File: config.mk
export PLATFORM = sky130hd
export DESIGN_NAME = button_click_classifier_top
export DESIGN_NICKNAME = d
export VERILOG_FILES = /design/src/hdl/bcc_pkg.sv /design/src/hdl/bcc_cfg_regs.sv /design/src/hdl/button_click_classifier_top.sv
export SDC_FILE = /design/constraint.sdc
export NUM_CORES = 1
export LEC_CHECK = 0
export BUFFER_PORTS_ARGS = -buffer_cell sky130_fd_sc_hd__buf_2
export CAP_MARGIN = 20
export CORE_UTILIZATION = 62
export DETAILED_ROUTE_END_ITERATION = 8
export GPL_TIMING_DRIVEN = 0
export PLACE_DENSITY = 0.81
export SLEW_MARGIN = 20
export SYNTH_ARGS = -nofsm -noshare
export SYNTH_HDL_FRONTEND = slang
export SYNTH_SLANG_ARGS = --single-unit
export TNS_END_PERCENT = 20
File: constraint.sdc
create_clock -name clk -period 6.7 [get_ports clk]
set_clock_uncertainty 0.15 [all_clocks]
set_input_delay 0.335 -clock clk [delete_from_list [all_inputs] [get_ports clk]]
set_output_delay 0.335 -clock clk [all_outputs]
set_load 0.1 [all_outputs]
File: src/hdl/bcc_pkg.sv
// ----------------------------------------------------------------------------
// bcc_pkg
// Shared widths, register indexes, reset values, release count limits, class
// codes and the configuration struct of the button click classifier.
// ----------------------------------------------------------------------------
`default_nettype none

package bcc_pkg;

  localparam int TIME_WIDTH    = 32;
  localparam int THR_WIDTH     = 32;
  localparam int STEP_WIDTH    = 16;
  localparam int CNT_WIDTH     = 8;
  localparam int CFG_IDX_WIDTH = 3;
  localparam int CFG_DATA_WIDTH = 32;
  localparam int CMP_WIDTH     = (TIME_WIDTH > THR_WIDTH) ? TIME_WIDTH : THR_WIDTH;

  // register indexes of the configuration port
  localparam logic [CFG_IDX_WIDTH-1:0] REG_PRESSED_LEVEL    = 3'd0;
  localparam logic [CFG_IDX_WIDTH-1:0] REG_TICK_STEP        = 3'd1;
  localparam logic [CFG_IDX_WIDTH-1:0] REG_LONG_THRESHOLD   = 3'd2;
  localparam logic [CFG_IDX_WIDTH-1:0] REG_SHORT_THRESHOLD  = 3'd3;
  localparam logic [CFG_IDX_WIDTH-1:0] REG_DOUBLE_THRESHOLD = 3'd4;

  // reset values of the registers
  localparam logic                  RST_PRESSED_LEVEL    = 1'b0;
  localparam logic [STEP_WIDTH-1:0] RST_TICK_STEP        = 16'd1;
  localparam logic [THR_WIDTH-1:0]  RST_LONG_THRESHOLD   = 32'd1000;
  localparam logic [THR_WIDTH-1:0]  RST_SHORT_THRESHOLD  = 32'd50;
  localparam logic [THR_WIDTH-1:0]  RST_DOUBLE_THRESHOLD = 32'd300;

  // release count limits
  localparam logic signed [CNT_WIDTH-1:0] CNT_MAX        = 8'sd127;
  localparam logic signed [CNT_WIDTH-1:0] CNT_AFTER_LONG = -8'sd1;
  localparam logic signed [CNT_WIDTH-1:0] CNT_ZERO       = 8'sd0;
  localparam logic signed [CNT_WIDTH-1:0] CNT_ONE        = 8'sd1;
  localparam logic signed [CNT_WIDTH-1:0] CNT_DOUBLE_MIN = 8'sd2;

  typedef enum logic [1:0] {
    CLS_RELEASED = 2'd0,
    CLS_PRESSED  = 2'd1,
    CLS_LONG     = 2'd2,
    CLS_DOUBLE   = 2'd3
  } cls_t;

  typedef struct packed {
    logic                  pressed_level;
    logic [STEP_WIDTH-1:0] tick_step;
    logic [THR_WIDTH-1:0]  long_threshold;
    logic [THR_WIDTH-1:0]  short_threshold;
    logic [THR_WIDTH-1:0]  double_threshold;
  } cfg_t;

endpackage

`default_nettype wire

File: src/hdl/bcc_cfg_regs.sv
// ----------------------------------------------------------------------------
// bcc_cfg_regs
// Configuration register file: decodes the write channel into the five
// classifier settings.
// ----------------------------------------------------------------------------
`default_nettype none

module bcc_cfg_regs (
  input  wire logic                               clk,
  input  wire logic                               rst,
  input  wire logic                               cfg_valid,
  input  wire logic [bcc_pkg::CFG_IDX_WIDTH-1:0]  cfg_index,
  input  wire logic [bcc_pkg::CFG_DATA_WIDTH-1:0] cfg_data,
  output bcc_pkg::cfg_t                           cfg
);
  import bcc_pkg::*;

  always_ff @(posedge clk) begin
    if (rst) begin
      cfg.pressed_level    <= RST_PRESSED_LEVEL;
      cfg.tick_step        <= RST_TICK_STEP;
      cfg.long_threshold   <= RST_LONG_THRESHOLD;
      cfg.short_threshold  <= RST_SHORT_THRESHOLD;
      cfg.double_threshold <= RST_DOUBLE_THRESHOLD;
    end else if (cfg_valid) begin
      unique case (cfg_index)
        REG_PRESSED_LEVEL:    cfg.pressed_level    <= cfg_data[0];
        REG_TICK_STEP:        cfg.tick_step        <= cfg_data[STEP_WIDTH-1:0];
        REG_LONG_THRESHOLD:   cfg.long_threshold   <= cfg_data[THR_WIDTH-1:0];
        REG_SHORT_THRESHOLD:  cfg.short_threshold  <= cfg_data[THR_WIDTH-1:0];
        REG_DOUBLE_THRESHOLD: cfg.double_threshold <= cfg_data[THR_WIDTH-1:0];
        default: ;
      endcase
    end
  end

endmodule

`default_nettype wire

File: src/hdl/button_click_classifier_top.sv
// ----------------------------------------------------------------------------
// button_click_classifier_top
// Debounces a sampled button pin and classifies it as released, pressed,
// long pressed or double clicked.
// ----------------------------------------------------------------------------
// Usage:
//   input channel  in_valid/in_stall carries one pin_level sample per transfer
//   output channel out_valid/out_stall returns button_state and release_count,
//     exactly one result per accepted sample, in order
//   config channel cfg_valid/cfg_ready writes cfg_index/cfg_data; cfg_ready is
//     always high, write only while the block is idle
// Path: an accepted sample sits in the input register, and its result is
//   written to the result register once that register can take it.
// Throughput: one sample per cycle unless stalled; the state update is one
//   32-bit add plus three parallel threshold compares between input and result registers.
// Stall: while out_stall holds a result, the input register still takes one
//   more sample; after that in_stall rises until the result is taken.
// Reset: synchronous rst clears history, count, elapsed time and class, loads
//   the default settings and empties both pipeline registers.
// ----------------------------------------------------------------------------
`default_nettype none

module button_click_classifier_top (
  input  wire logic                               clk,
  input  wire logic                               rst,
  input  wire logic                               in_valid,
  output      logic                               in_stall,
  input  wire logic                               pin_level,
  output      logic                               out_valid,
  input  wire logic                               out_stall,
  output      logic [1:0]                         button_state,
  output      logic signed [7:0]                  release_count,
  input  wire logic                               cfg_valid,
  output      logic                               cfg_ready,
  input  wire logic [bcc_pkg::CFG_IDX_WIDTH-1:0]  cfg_index,
  input  wire logic [bcc_pkg::CFG_DATA_WIDTH-1:0] cfg_data
);
  import bcc_pkg::*;

  cfg_t cfg;

  // input register
  logic s1_valid;
  logic s1_level;

  // classifier state; elapsed is press time since the last event mark
  logic [2:0]                   hist;
  logic signed [CNT_WIDTH-1:0]  rel;
  logic [TIME_WIDTH-1:0]        elapsed;
  cls_t                         cls;

  logic [2:0]                   hist_next;
  logic signed [CNT_WIDTH-1:0]  rel_next;
  logic [TIME_WIDTH-1:0]        elapsed_next;
  cls_t                         cls_next;

  logic [TIME_WIDTH-1:0]        el_sum;
  logic                         is_release;
  logic                         is_hold;
  logic                         gt_long;
  logic                         gt_short;
  logic                         gt_double;

  logic out_ready;
  logic s1_ready;
  logic advance;

  assign cfg_ready = 1'b1;

  bcc_cfg_regs u_cfg_regs (
    .clk       (clk),
    .rst       (rst),
    .cfg_valid (cfg_valid),
    .cfg_index (cfg_index),
    .cfg_data  (cfg_data),
    .cfg       (cfg)
  );

  assign out_ready = !out_valid || !out_stall;
  assign advance   = s1_valid && out_ready;
  assign s1_ready  = !s1_valid || out_ready;
  assign in_stall  = !s1_ready;

  always_ff @(posedge clk) begin
    if (rst) begin
      s1_valid <= 1'b0;
    end else if (s1_ready) begin
      s1_valid <= in_valid;
    end
  end

  always_ff @(posedge clk) begin
    if (s1_ready && in_valid) begin
      s1_level <= pin_level;
    end
  end

  always_comb begin
    el_sum     = elapsed + TIME_WIDTH'(cfg.tick_step);
    gt_long    = CMP_WIDTH'(el_sum) > CMP_WIDTH'(cfg.long_threshold);
    gt_short   = CMP_WIDTH'(el_sum) > CMP_WIDTH'(cfg.short_threshold);
    gt_double  = CMP_WIDTH'(el_sum) > CMP_WIDTH'(cfg.double_threshold);
    is_release = (s1_level != cfg.pressed_level) && (s1_level != hist[2]);
    is_hold    = (s1_level == cfg.pressed_level) && (hist[1] == s1_level) &&
                 (hist[2] == s1_level);

    hist_next    = {s1_level, hist[2:1]};
    rel_next     = rel;
    elapsed_next = elapsed;
    cls_next     = cls;

    if (is_release) begin
      if (rel != CNT_MAX) begin
        rel_next = rel + CNT_ONE;
      end
      cls_next = CLS_RELEASED;
    end else if (is_hold) begin
      elapsed_next = el_sum;
      // first matching test decides, even when the class is already set
      if (gt_long && rel == CNT_ZERO) begin
        if (cls != CLS_LONG) begin
          cls_next     = CLS_LONG;
          rel_next     = CNT_AFTER_LONG;
          elapsed_next = '0;
        end
      end else if (gt_short && rel == CNT_ONE) begin
        if (cls != CLS_PRESSED) begin
          cls_next     = CLS_PRESSED;
          rel_next     = CNT_ZERO;
          elapsed_next = '0;
        end
      end else if (!gt_double && rel >= CNT_DOUBLE_MIN) begin
        if (cls != CLS_DOUBLE) begin
          cls_next     = CLS_DOUBLE;
          rel_next     = CNT_ZERO;
          elapsed_next = '0;
        end
      end
    end
  end

  always_ff @(posedge clk) begin
    if (rst) begin
      hist    <= '0;
      rel     <= CNT_ZERO;
      elapsed <= '0;
      cls     <= CLS_RELEASED;
    end else if (advance) begin
      hist    <= hist_next;
      rel     <= rel_next;
      elapsed <= elapsed_next;
      cls     <= cls_next;
    end
  end

  // result register
  always_ff @(posedge clk) begin
    if (rst) begin
      out_valid <= 1'b0;
    end else if (out_ready) begin
      out_valid <= s1_valid;
    end
  end

  always_ff @(posedge clk) begin
    if (advance) begin
      button_state  <= cls_next;
      release_count <= rel_next;
    end
  end

endmodule

`default_nettype wire

Word-level counts from Yosys, hierarchy flattened
Cells that the tools add are included.
{"block": "classes", "addsub": 2, "order_cmp": 4, "eq_ne": 14, "mux": 23, "bitwise": 1, "reduce_logical": 23}
{"op": "two-way mux 32 bit", "count": 6}
{"op": "> comparator 32 bit", "count": 3}
{"op": "two-way mux 8 bit", "count": 9}
{"op": "adder 32 x 16 -> 32 bit", "count": 1}
{"op": "two-way mux 2 bit", "count": 8}
{"op": "AND reduction 2 bit", "count": 5}
{"op": "adder 8 x 2 -> 8 bit, second input constant", "count": 1}
{"op": "equality test 8 x 2 -> 1 bit, second input constant", "count": 1}
{"op": ">= comparator 8 x 3 -> 1 bit, second input constant", "count": 1}
{"op": "logical AND 1 bit", "count": 8}
{"op": "zero test 8 bit", "count": 1}
{"op": "inequality test 8 bit, second input constant", "count": 1}
{"op": "equality test 3 x 2 -> 1 bit, second input constant", "count": 2}
{"op": "zero test 1 bit", "count": 5}
{"op": "inequality test 2 bit, second input constant", "count": 2}
{"op": "equality test 1 bit", "count": 3}
{"op": "equality test 3 x 1 -> 1 bit, second input constant", "count": 1}
{"op": "equality test 3 bit, second input constant", "count": 1}
{"op": "zero test 3 bit", "count": 1}
{"op": "AND reduction 3 bit", "count": 1}
{"op": "logical OR 1 bit", "count": 2}
{"op": "inequality test 1 bit", "count": 2}
{"op": "inequality test 2 x 1 -> 1 bit, second input constant", "count": 1}
{"op": "NOT 1 bit", "count": 1}
{"block": "totals", "reg_bits": 171, "inputBits": 41, "output_inout_bits": 13, "elab_cells": 81}

Logic depth before layout (Yosys ltp)
Gate-level depths: netlist of run 1.
{"block": "depth", "word_depth": 9, "mapped_depth": 24, "ltp_nobuf": 22}

Modules after synthesis
From an unflattened synthesis of run 1, not the netlist that was laid out.
{"block": "hier_totals", "hier_cells": 1222, "area_unflattened_um2": 10963.0}
{"mod": "button_click_classifier_top", "instances": 1, "cells_per_inst": 803, "area_per_inst_um2": 6406.1, "seq_area_each_um2": 1251.2}
{"mod": "bcc_cfg_regs", "instances": 1, "cells_per_inst": 419, "area_per_inst_um2": 4556.9, "seq_area_each_um2": 2262.2}

Worst setup path after synthesis of run 1
OpenSTA, ideal clock, no wires.
{"block": "synth_path", "kind": "reg-to-reg", "startpoint": "register, netlist name u_cfg_regs.cfg[105]", "endpoint": "register release_count[6], data pin", "setup_ps": 284, "arrival_time_ps": 4606, "required_ps": 6266, "path_slack_ps": 1660, "stages_incl_launch_ff": 22, "n_path_buf": 2, "synth_period_minus_slack_ps": 5040, "path_cell_list": "dfxtp_1 ha_1 clkbuf_1 a21o_1 a21o_1 a21oi_1 nor2b_1 a21boi_0 o41ai_1 clkbuf_1 nor2_1 xor2_1 ha_1 nand4_1 nor4_1 nor2_1 nor3_1 o41ai_1 a311oi_2 nand4_1 nand2_1 o21ai_0"}
{"block": "synth_via", "elab_chain_cells": 9}
{"element": "adder 32 x 16 -> 32 bit (*)", "line_no": "button_click_classifier_top.sv:99", "text": "el_sum = elapsed + TIME_WIDTH'(cfg.tick_step);"}
{"element": "> comparator 32 bit", "line_no": "button_click_classifier_top.sv:102", "text": "gt_double = CMP_WIDTH'(el_sum) > CMP_WIDTH'(cfg.double_threshold);"}
{"element": "zero test 1 bit", "line_no": "button_click_classifier_top.sv:132", "text": "end else if (!gt_double && rel >= CNT_DOUBLE_MIN) begin"}
{"element": "logical AND 1 bit", "line_no": "button_click_classifier_top.sv:132"}
{"element": "two-way mux 8 bit", "line_no": "button_click_classifier_top.sv:132"}
{"element": "two-way mux 8 bit", "line_no": "button_click_classifier_top.sv:126", "text": "end else if (gt_short && rel == CNT_ONE) begin"}
{"element": "two-way mux 8 bit (*)", "line_no": "button_click_classifier_top.sv:120", "text": "if (gt_long && rel == CNT_ZERO) begin"}
{"element": "two-way mux 8 bit (*)", "line_no": "button_click_classifier_top.sv:117", "text": "end else if (is_hold) begin"}
{"element": "two-way mux 8 bit (*)", "line_no": "button_click_classifier_top.sv:112", "text": "if (is_release) begin"}
{"element": "net rel_next[6]", "line_no": "button_click_classifier_top.sv:53", "text": "logic signed [CNT_WIDTH-1:0] rel_next;"}
{"element": "end signal, assigned", "line_no": "button_click_classifier_top.sv:168", "text": "release_count <= rel_next;"}
{"element": "end, declared", "line_no": "button_click_classifier_top.sv:32", "text": "output logic signed [7:0] release_count,"}
The timed path passes the listed nets; every way through them passes the cells marked *.
A chain may end at the register's enable or synchronous reset.

Worst setup path after layout of run 1
{"block": "layout_path", "startpoint": "register, netlist name u_cfg_regs.cfg[96]", "endpoint": "register release_count[6], data pin"}
{"block": "layout_via", "elab_chain_cells": 9}
{"element": "adder 32 x 16 -> 32 bit (*)", "line_no": "button_click_classifier_top.sv:99"}
{"element": "> comparator 32 bit", "line_no": "button_click_classifier_top.sv:102"}
{"element": "zero test 1 bit", "line_no": "button_click_classifier_top.sv:132"}
{"element": "logical AND 1 bit", "line_no": "button_click_classifier_top.sv:132"}
{"element": "two-way mux 8 bit", "line_no": "button_click_classifier_top.sv:132"}
{"element": "two-way mux 8 bit", "line_no": "button_click_classifier_top.sv:126"}
{"element": "two-way mux 8 bit (*)", "line_no": "button_click_classifier_top.sv:120"}
{"element": "two-way mux 8 bit (*)", "line_no": "button_click_classifier_top.sv:117"}
{"element": "two-way mux 8 bit (*)", "line_no": "button_click_classifier_top.sv:112"}
{"element": "net rel_next[6]", "line_no": "button_click_classifier_top.sv:53"}
Marked as above.

==> impl_metrics.toml, run 1 <==
[timing]
hold_viol_final = 0
maxSlewHeadroom_pct = 25.2
post-route-period-util_pct = 93.9
timing.fmax_ghz = 0.159
setup-tns-final_ns = 0
max_slew.worst_pin.slew_ns = 1.09
rsz0062_at_grt = "no"
fin_hold_ws_ns = 0.00251
fin_crit_ns = 6.29
final-max-slew-violation-count = 0
finalSetupViolations = 0

[power]
p_int_mw = 1.75
power_frac_comb_pct = 12.2
vdd_drop_max_uv = 192
p_leak_nw = 4.70
pwr-share-seq_pct = 44.1
swShare_pct = 27.4
p_sw_mw = 0.661
clkPwrFrac_pct = 43.7
power_density_mw_per_mm2 = 213

[cells_and_area]
area_delta_synth_final_pct = 11.8
drive_gt1_share_pct = 8.66
insertedDiodeCount = 0
stdcell_count = 1614
final_cell_area_mm2 = 0.0113
nets = 1543

[global_routing]
grt_first_pass_wirelength_um = 43100
antenna_found_initial = 0
gr-total-overflow = 0
grt_pass1_vias = 8639
grt_max_degree = 20
track_usage_pct = 33.8

[synthesis]
synth-edff-count = 11
yosys.area.top_type = "dfxtp_1"
ys_ff_latch = 170
yosysWarnings = 0
syn_nets = 1470
async_flop_share_pct = 0
synth_cells = 1312
netlist.area_leader.share_pct = 31.4
synth_area_leaders = "dfxtp_1, ha_1, nand2_1"
synth.avg_cell_area_um2 = 7.72
synth_top_flop_cell = "dfxtp_1"
synth_area_mm2 = 0.0101
ys_seq_area_share_pct = 34.7
ys_types = 67

[critical_path]
critPathRequiredTime_ns = 6.71
cp_max_fo = 10
worst_setup_path_start_kind = "flop"
crit_arrival_ns = 6.30
path_class = "flop to flop"
worstSetupEndpointType = "flop"

[floorplan]
io_pins = 54
fp.dieW_um = 130
fp.coreArea_mm2 = 0.0159
die-area_mm2 = 0.0169
initial_core_util_pct = 63.6
rows = 46
die_h_um = 130

[clock_tree]
clock-sinks = 170
clock-root-buffer = "clkbuf_16"
htree_levels = 4
cts.clk_slew.worst_paths_ns = 0.07
clockBufferDepth = 2
clock_latency_ns = 0.44
cts_made_buffers = 17
tritoncts = "yes"

[drt]
routedWlPerCell_um = 17.0
via_count = 9433
drc_errors = 0
antenna_left = 0
drt-total-wl_um = 27400
dr.pass1.iters = 5
via_per_inst = 5.84
drtIter0Drc = 818

[status]
outcome = "finished, final reports clean"

[placed_design]
io_buffers = 51
dpl.hpwl_um = 20300
placed_area_mm2 = 0.0107
placed_cells = 1579
place_congestion = 0.920

[job]
drv_cap = 0

[hold_path]
hp-class = "input port to flop"
## registers in the layout, indices dropped and copies added, names as in the netlist, 2 cells and up
name	cells
button_state	2
cls	2
elapsed	32
hist	2
rel	8
release_count	8
u_cfg_regs.cfg	113
## synthesized netlist by cell type (7+ instances only)
| library cell | number |
|---|---|
| nand2_1 | 313 |
| dfxtp_1 | 159 |
| a21oi_1 | 154 |
| ha_1 | 116 |
| inv_1 | 112 |
| nor2_1 | 70 |
| clkbuf_1 | 51 |
| o21ai_0 | 38 |
| xnor2_1 | 31 |
| nand3_1 | 25 |
| nand4_1 | 22 |
| a21o_1 | 18 |
| nand3b_1 | 17 |
| nor3_1 | 17 |
| a21oi_2 | 13 |
| xor2_1 | 12 |
| edfxtp_1 | 11 |
| nor2b_1 | 9 |
| nor4_1 | 9 |
| a211oi_1 | 7 |
| and3_1 | 7 |
## logic make-up after synthesis
group	Yosys count	share of synthesized area, %
other	1	0.0370
xor gates and xnor gates	43	3.72
adders and majority gates	117	14.5
buffers and inverters	169	6.59
DFF	170	34.7
muxes	2	0.198
AOI/OAI and AO/OA	284	17.1
and+or+nand+nor	526	23.2
## final cells by class
type | instances | area (um2)
multi-input combinational | 973 | 5970
fill | 1298 | 4610
sequential | 170 | 3510
clock buffer | 20 | 457
inverter | 112 | 420
timing repair buffer | 54 | 285
tap | 216 | 270
buffer | 57 | 248
clock inverter | 12 | 164
## worst max-delay path: stages (launching register included)
cell      delay (ns)
dfxtp_1         0.32
ha_1            0.20
inv_1           0.07
fa_1            0.20
nor2b_1         0.06
o21ai_0         0.26
a21boi_1        0.19
o21ai_0         0.31
a21boi_0        0.21
o41ai_2         0.63
clkbuf_1        0.43
nor2_1          0.08
nand2_1         0.09
xnor2_1         0.18
ha_1            0.34
nand4_1         0.16
nor4_2          0.48
nor2_1          0.13
nor3_1          0.37
o41ai_1         0.16
a311oi_2        0.33
nand4_1         0.31
nand2_1         0.23
o21ai_0         0.11
## metrics by stage
stage          utilization [%]  total power [mW]  setup slack, ns
6_report                  71.1              2.41            0.410
3_5_place_dp              66.8              1.37           0.0583
3_3_place_gp              66.8              1.36            0.193
2_1_floorplan                -              1.28             1.66
5_1_grt                   71.1              2.47           0.0598
4_1_cts                   71.0              2.40            0.270
## layer usage
layer	track usage (%)	wire, um	part of all wire (%)	up-vias
li1	-	-	-	4596
met2	56.0	12700	46	335
met1	41.6	11700	43	4412
met5	0	0	0	-
met4	19.4	1390	5.1	0
met3	5.54	1610	5.9	90
## cells in the final DEF (no fill, tap or decap), types with 6 or more instances in the layout
master     instances
inv_1            112
xor2_1            12
nor3b_1            6
xnor2_1           31
nor2_1            70
and3_1             7
nor2b_1            9
nand4_1           22
edfxtp_1          11
nand3b_1          17
ha_1             116
nor3_1            17
o21ai_0           37
o21a_1             6
nor4_1             7
a211oi_1           7
a21oi_1          154
buf_2             51
clkbuf_1          52
clkbuf_16         17
dfxtp_1          159
nand3_1           25
a31oi_1            6
a21o_1            18
a21oi_2           13
nand2_1          313
## worst paths after layout
kind	slack (ns)	from	end	cells past startpoint
worst min-delay path	0.003	cfg_data[18]	u_cfg_regs.cfg[18]$_SDFFE_PP0P_	3
worst max register to register	0.41	u_cfg_regs.cfg[96]$_SDFFE_PP1P_	release_count[6]$_DFFE_PP_	23
worst max-delay path	0.41	u_cfg_regs.cfg[96]$_SDFFE_PP1P_	release_count[6]$_DFFE_PP_	23
worst min register to register	0.31	u_cfg_regs.cfg[23]$_SDFFE_PP0P_	u_cfg_regs.cfg[23]$_SDFFE_PP0P_	2
## power by group through the flow
stage	clock [mW]	combinational, mW	sequential [mW]
final	1.05	0.294	1.06
after global routing	1.09	0.317	1.06
after CTS	1.05	0.287	1.06
after detailed placement	0	0.282	1.08
after global placement	0	0.276	1.08
after floorplan	0	0.167	1.11
## repair_timing
action / 4_1_cts / 5_1_grt
endpoints found under the setup margin: 2 / 47
setup buffers: 0 / 0
resized for setup: 1 / 4
hold buffers: 3 / 0
endpoints found under the hold margin: 4 / 0
(Power assumes the default switching activity.)
==> run 2, diff against run 1 <==
--- a/config.mk
+++ b/config.mk
@@ -7,10 +7,10 @@
 export LEC_CHECK = 0
 export BUFFER_PORTS_ARGS = -buffer_cell sky130_fd_sc_hd__buf_2
 export CAP_MARGIN = 20
-export CORE_UTILIZATION = 62
+export CORE_UTILIZATION = 67
 export DETAILED_ROUTE_END_ITERATION = 8
 export GPL_TIMING_DRIVEN = 0
-export PLACE_DENSITY = 0.81
+export PLACE_DENSITY = 0.86
 export SLEW_MARGIN = 20
 export SYNTH_ARGS = -nofsm -noshare
 export SYNTH_HDL_FRONTEND = slang
==> constraint.sdc (replaced) <==
create_clock -name clk -period 8.03 [get_ports clk]
set_clock_uncertainty 0.15 [all_clocks]
set_input_delay 0.4015 -clock clk [delete_from_list [all_inputs] [get_ports clk]]
set_output_delay 0.4015 -clock clk [all_outputs]
set_load 0.1 [all_outputs]
==> impl_metrics.toml, run 2 (synthesis gave the netlist of run 1 again) <==
[timing]
setup-tns-final_ns = 0
fin_crit_ns = 6.51
final-max-slew-violation-count = 0
post-route-period-util_pct = 81.0
maxSlewHeadroom_pct = 38.6
rsz0062_at_grt = "no"
hold_viol_final = 0
finalSetupViolations = 0
timing.fmax_ghz = 0.154
max_slew.worst_pin.slew_ns = 0.897

[placed_design]
io_buffers = 51
placed_area_mm2 = 0.0106
place_congestion = 0.959
dpl.hpwl_um = 20400

[cells_and_area]
drive_gt1_share_pct = 8.52
final_cell_area_mm2 = 0.0112
area_delta_synth_final_pct = 10.7
nets = 1541
insertedDiodeCount = 0
reg_top3 = "u_cfg_regs.cfg: 113 flops, elapsed: 32 flops"
final_common_cell = "nand2_1"
top_register = "u_cfg_regs.cfg"
largest_register_ff_count = 113
layout_common_cells = "nand2_1, dfxtp_1, a21oi_1"

[drt]
routedWlPerCell_um = 17.2
drc_errors = 4
via_per_inst = 5.94
antenna_left = 0
via_count = 9387
drt-total-wl_um = 27300
dr.pass1.iters = 7
drtIter0Drc = 782

[clock_tree]
tritoncts = "yes"
clockBufferDepth = 2
htree_levels = 4
cts.clk_slew.worst_paths_ns = 0.07
clock-sinks = 170
cts_made_buffers = 17
cts_resized = 0
clock-root-buffer = "clkbuf_16"
clock_latency_ns = 0.45

[critical_path]
worstSetupEndpointType = "flop"
critPathRequiredTime_ns = 8.04
cp_max_fo = 5
path_cells = "ha_1 > inv_1 > fa_1 > nor2b_1 > o21ai_0 > a21boi_0 > o21ai_0 > a21boi_0 > o41ai_2 > or2_2 > nor2_1 > xor2_1 > ha_1 > nand4_1 > nor4_1 > nor2_1 > nor3_1 > o41ai_1 > a311oi_2 > nand4_1 > nand2_1 > o21ai_0"
cpPeakStageDelay_ns = 0.75
path_class = "flop to flop"
critical_path.most_common_cell = "o21ai_0"
slowest_stage = "nor4_1"
crit_arrival_ns = 6.51
worst_setup_path_start_kind = "flop"

[floorplan]
fp.dieW_um = 125
fp.coreArea_mm2 = 0.0146
rows = 44
die-area_mm2 = 0.0156
io_pins = 54
initial_core_util_pct = 69.2
die_h_um = 125

[power]
vdd_drop_max_uv = 162
p_leak_nw = 4.67
power_density_mw_per_mm2 = 174

[global_routing]
gr-total-overflow = 0
grt_max_degree = 20
antenna_found_initial = 0
grt_first_pass_wirelength_um = 43800
grt_pass1_vias = 8922
track_usage_pct = 35.8

[status]
outcome = "finished with violations"
violations = "design-rule violations"

[hold_path]
hp-class = "input port to flop"

[job]
drv_cap = 0
-- run 2: metrics by stage --
stage	total power [mW]	hold WS (ns)	setup WS, ns	utilization [%]	cells
2_1_floorplan	1.06	0.286	2.99	-	1312
3_3_place_gp	1.13	0.292	1.47	72.5	1547
3_5_place_dp	1.14	0.297	1.40	72.5	1547
4_1_cts	1.95	0.0273	1.38	76.5	1580
5_1_grt	2.01	0.0557	1.08	76.6	1580
6_report	1.96	0.0287	1.52	76.6	1580
-- run 2: repair_timing --
action | CTS | global route
hold endpoints to repair | 1 | 0
hold buffers | 1 | 0
setup buffers | 0 | 0
-- run 2: routing by layer --
layer	up-vias	wire, um	part of all wire (%)	GRT usage (%)
li1	4595	-	-	-
met1	4294	11000	40	43.0
met2	411	13100	48	61.1
met3	87	2010	7.4	7.62
met4	0	1100	4.0	16.9
met5	-	0	0	0
-- run 2: critical path, delay by kind of cell (launching register included) --
kind                       cells  cell delay (ns)
and+or+nand+nor                9             2.62
AOI/OAI and AO/OA              8             1.88
adders and majority gates      3             0.81
DFF                            1             0.34
xor gates and xnor gates       1             0.33
buffers and inverters          1             0.06
-- run 2: layout make-up --
class | count | area, um2
Clock buffer | 18 | 450
Buffer | 57 | 248
Fill cell | 1117 | 3430
Sequential cell | 170 | 3510
Tap cell | 184 | 230
Multi-Input combinational cell | 973 | 5960
Inverter | 112 | 420
Clock inverter | 14 | 131
Timing Repair Buffer | 52 | 265
-- run 2: worst paths after layout --
path                              startpoint  slack (ns)                               to  depth (start not counted)
min reg2reg  u_cfg_regs.cfg[25]$_SDFFE_PP0P_        0.30  u_cfg_regs.cfg[25]$_SDFFE_PP0P_                          2
max reg2reg  u_cfg_regs.cfg[96]$_SDFFE_PP1P_        1.52       release_count[6]$_DFFE_PP_                         22
max          u_cfg_regs.cfg[96]$_SDFFE_PP1P_        1.52       release_count[6]$_DFFE_PP_                         22
min                                 in_valid        0.03            s1_valid$_SDFFE_PP0N_                          3
-- run 2: power breakdown --
part	total (mW)	internal, mW	leakage (nW)	switching [mW]
Clock	0.826	0.451	0.274	0.375
Sequential	0.886	0.873	1.39	0.0126
Combinational	0.244	0.0738	3.00	0.170
Total	1.96	1.40	4.67	0.558
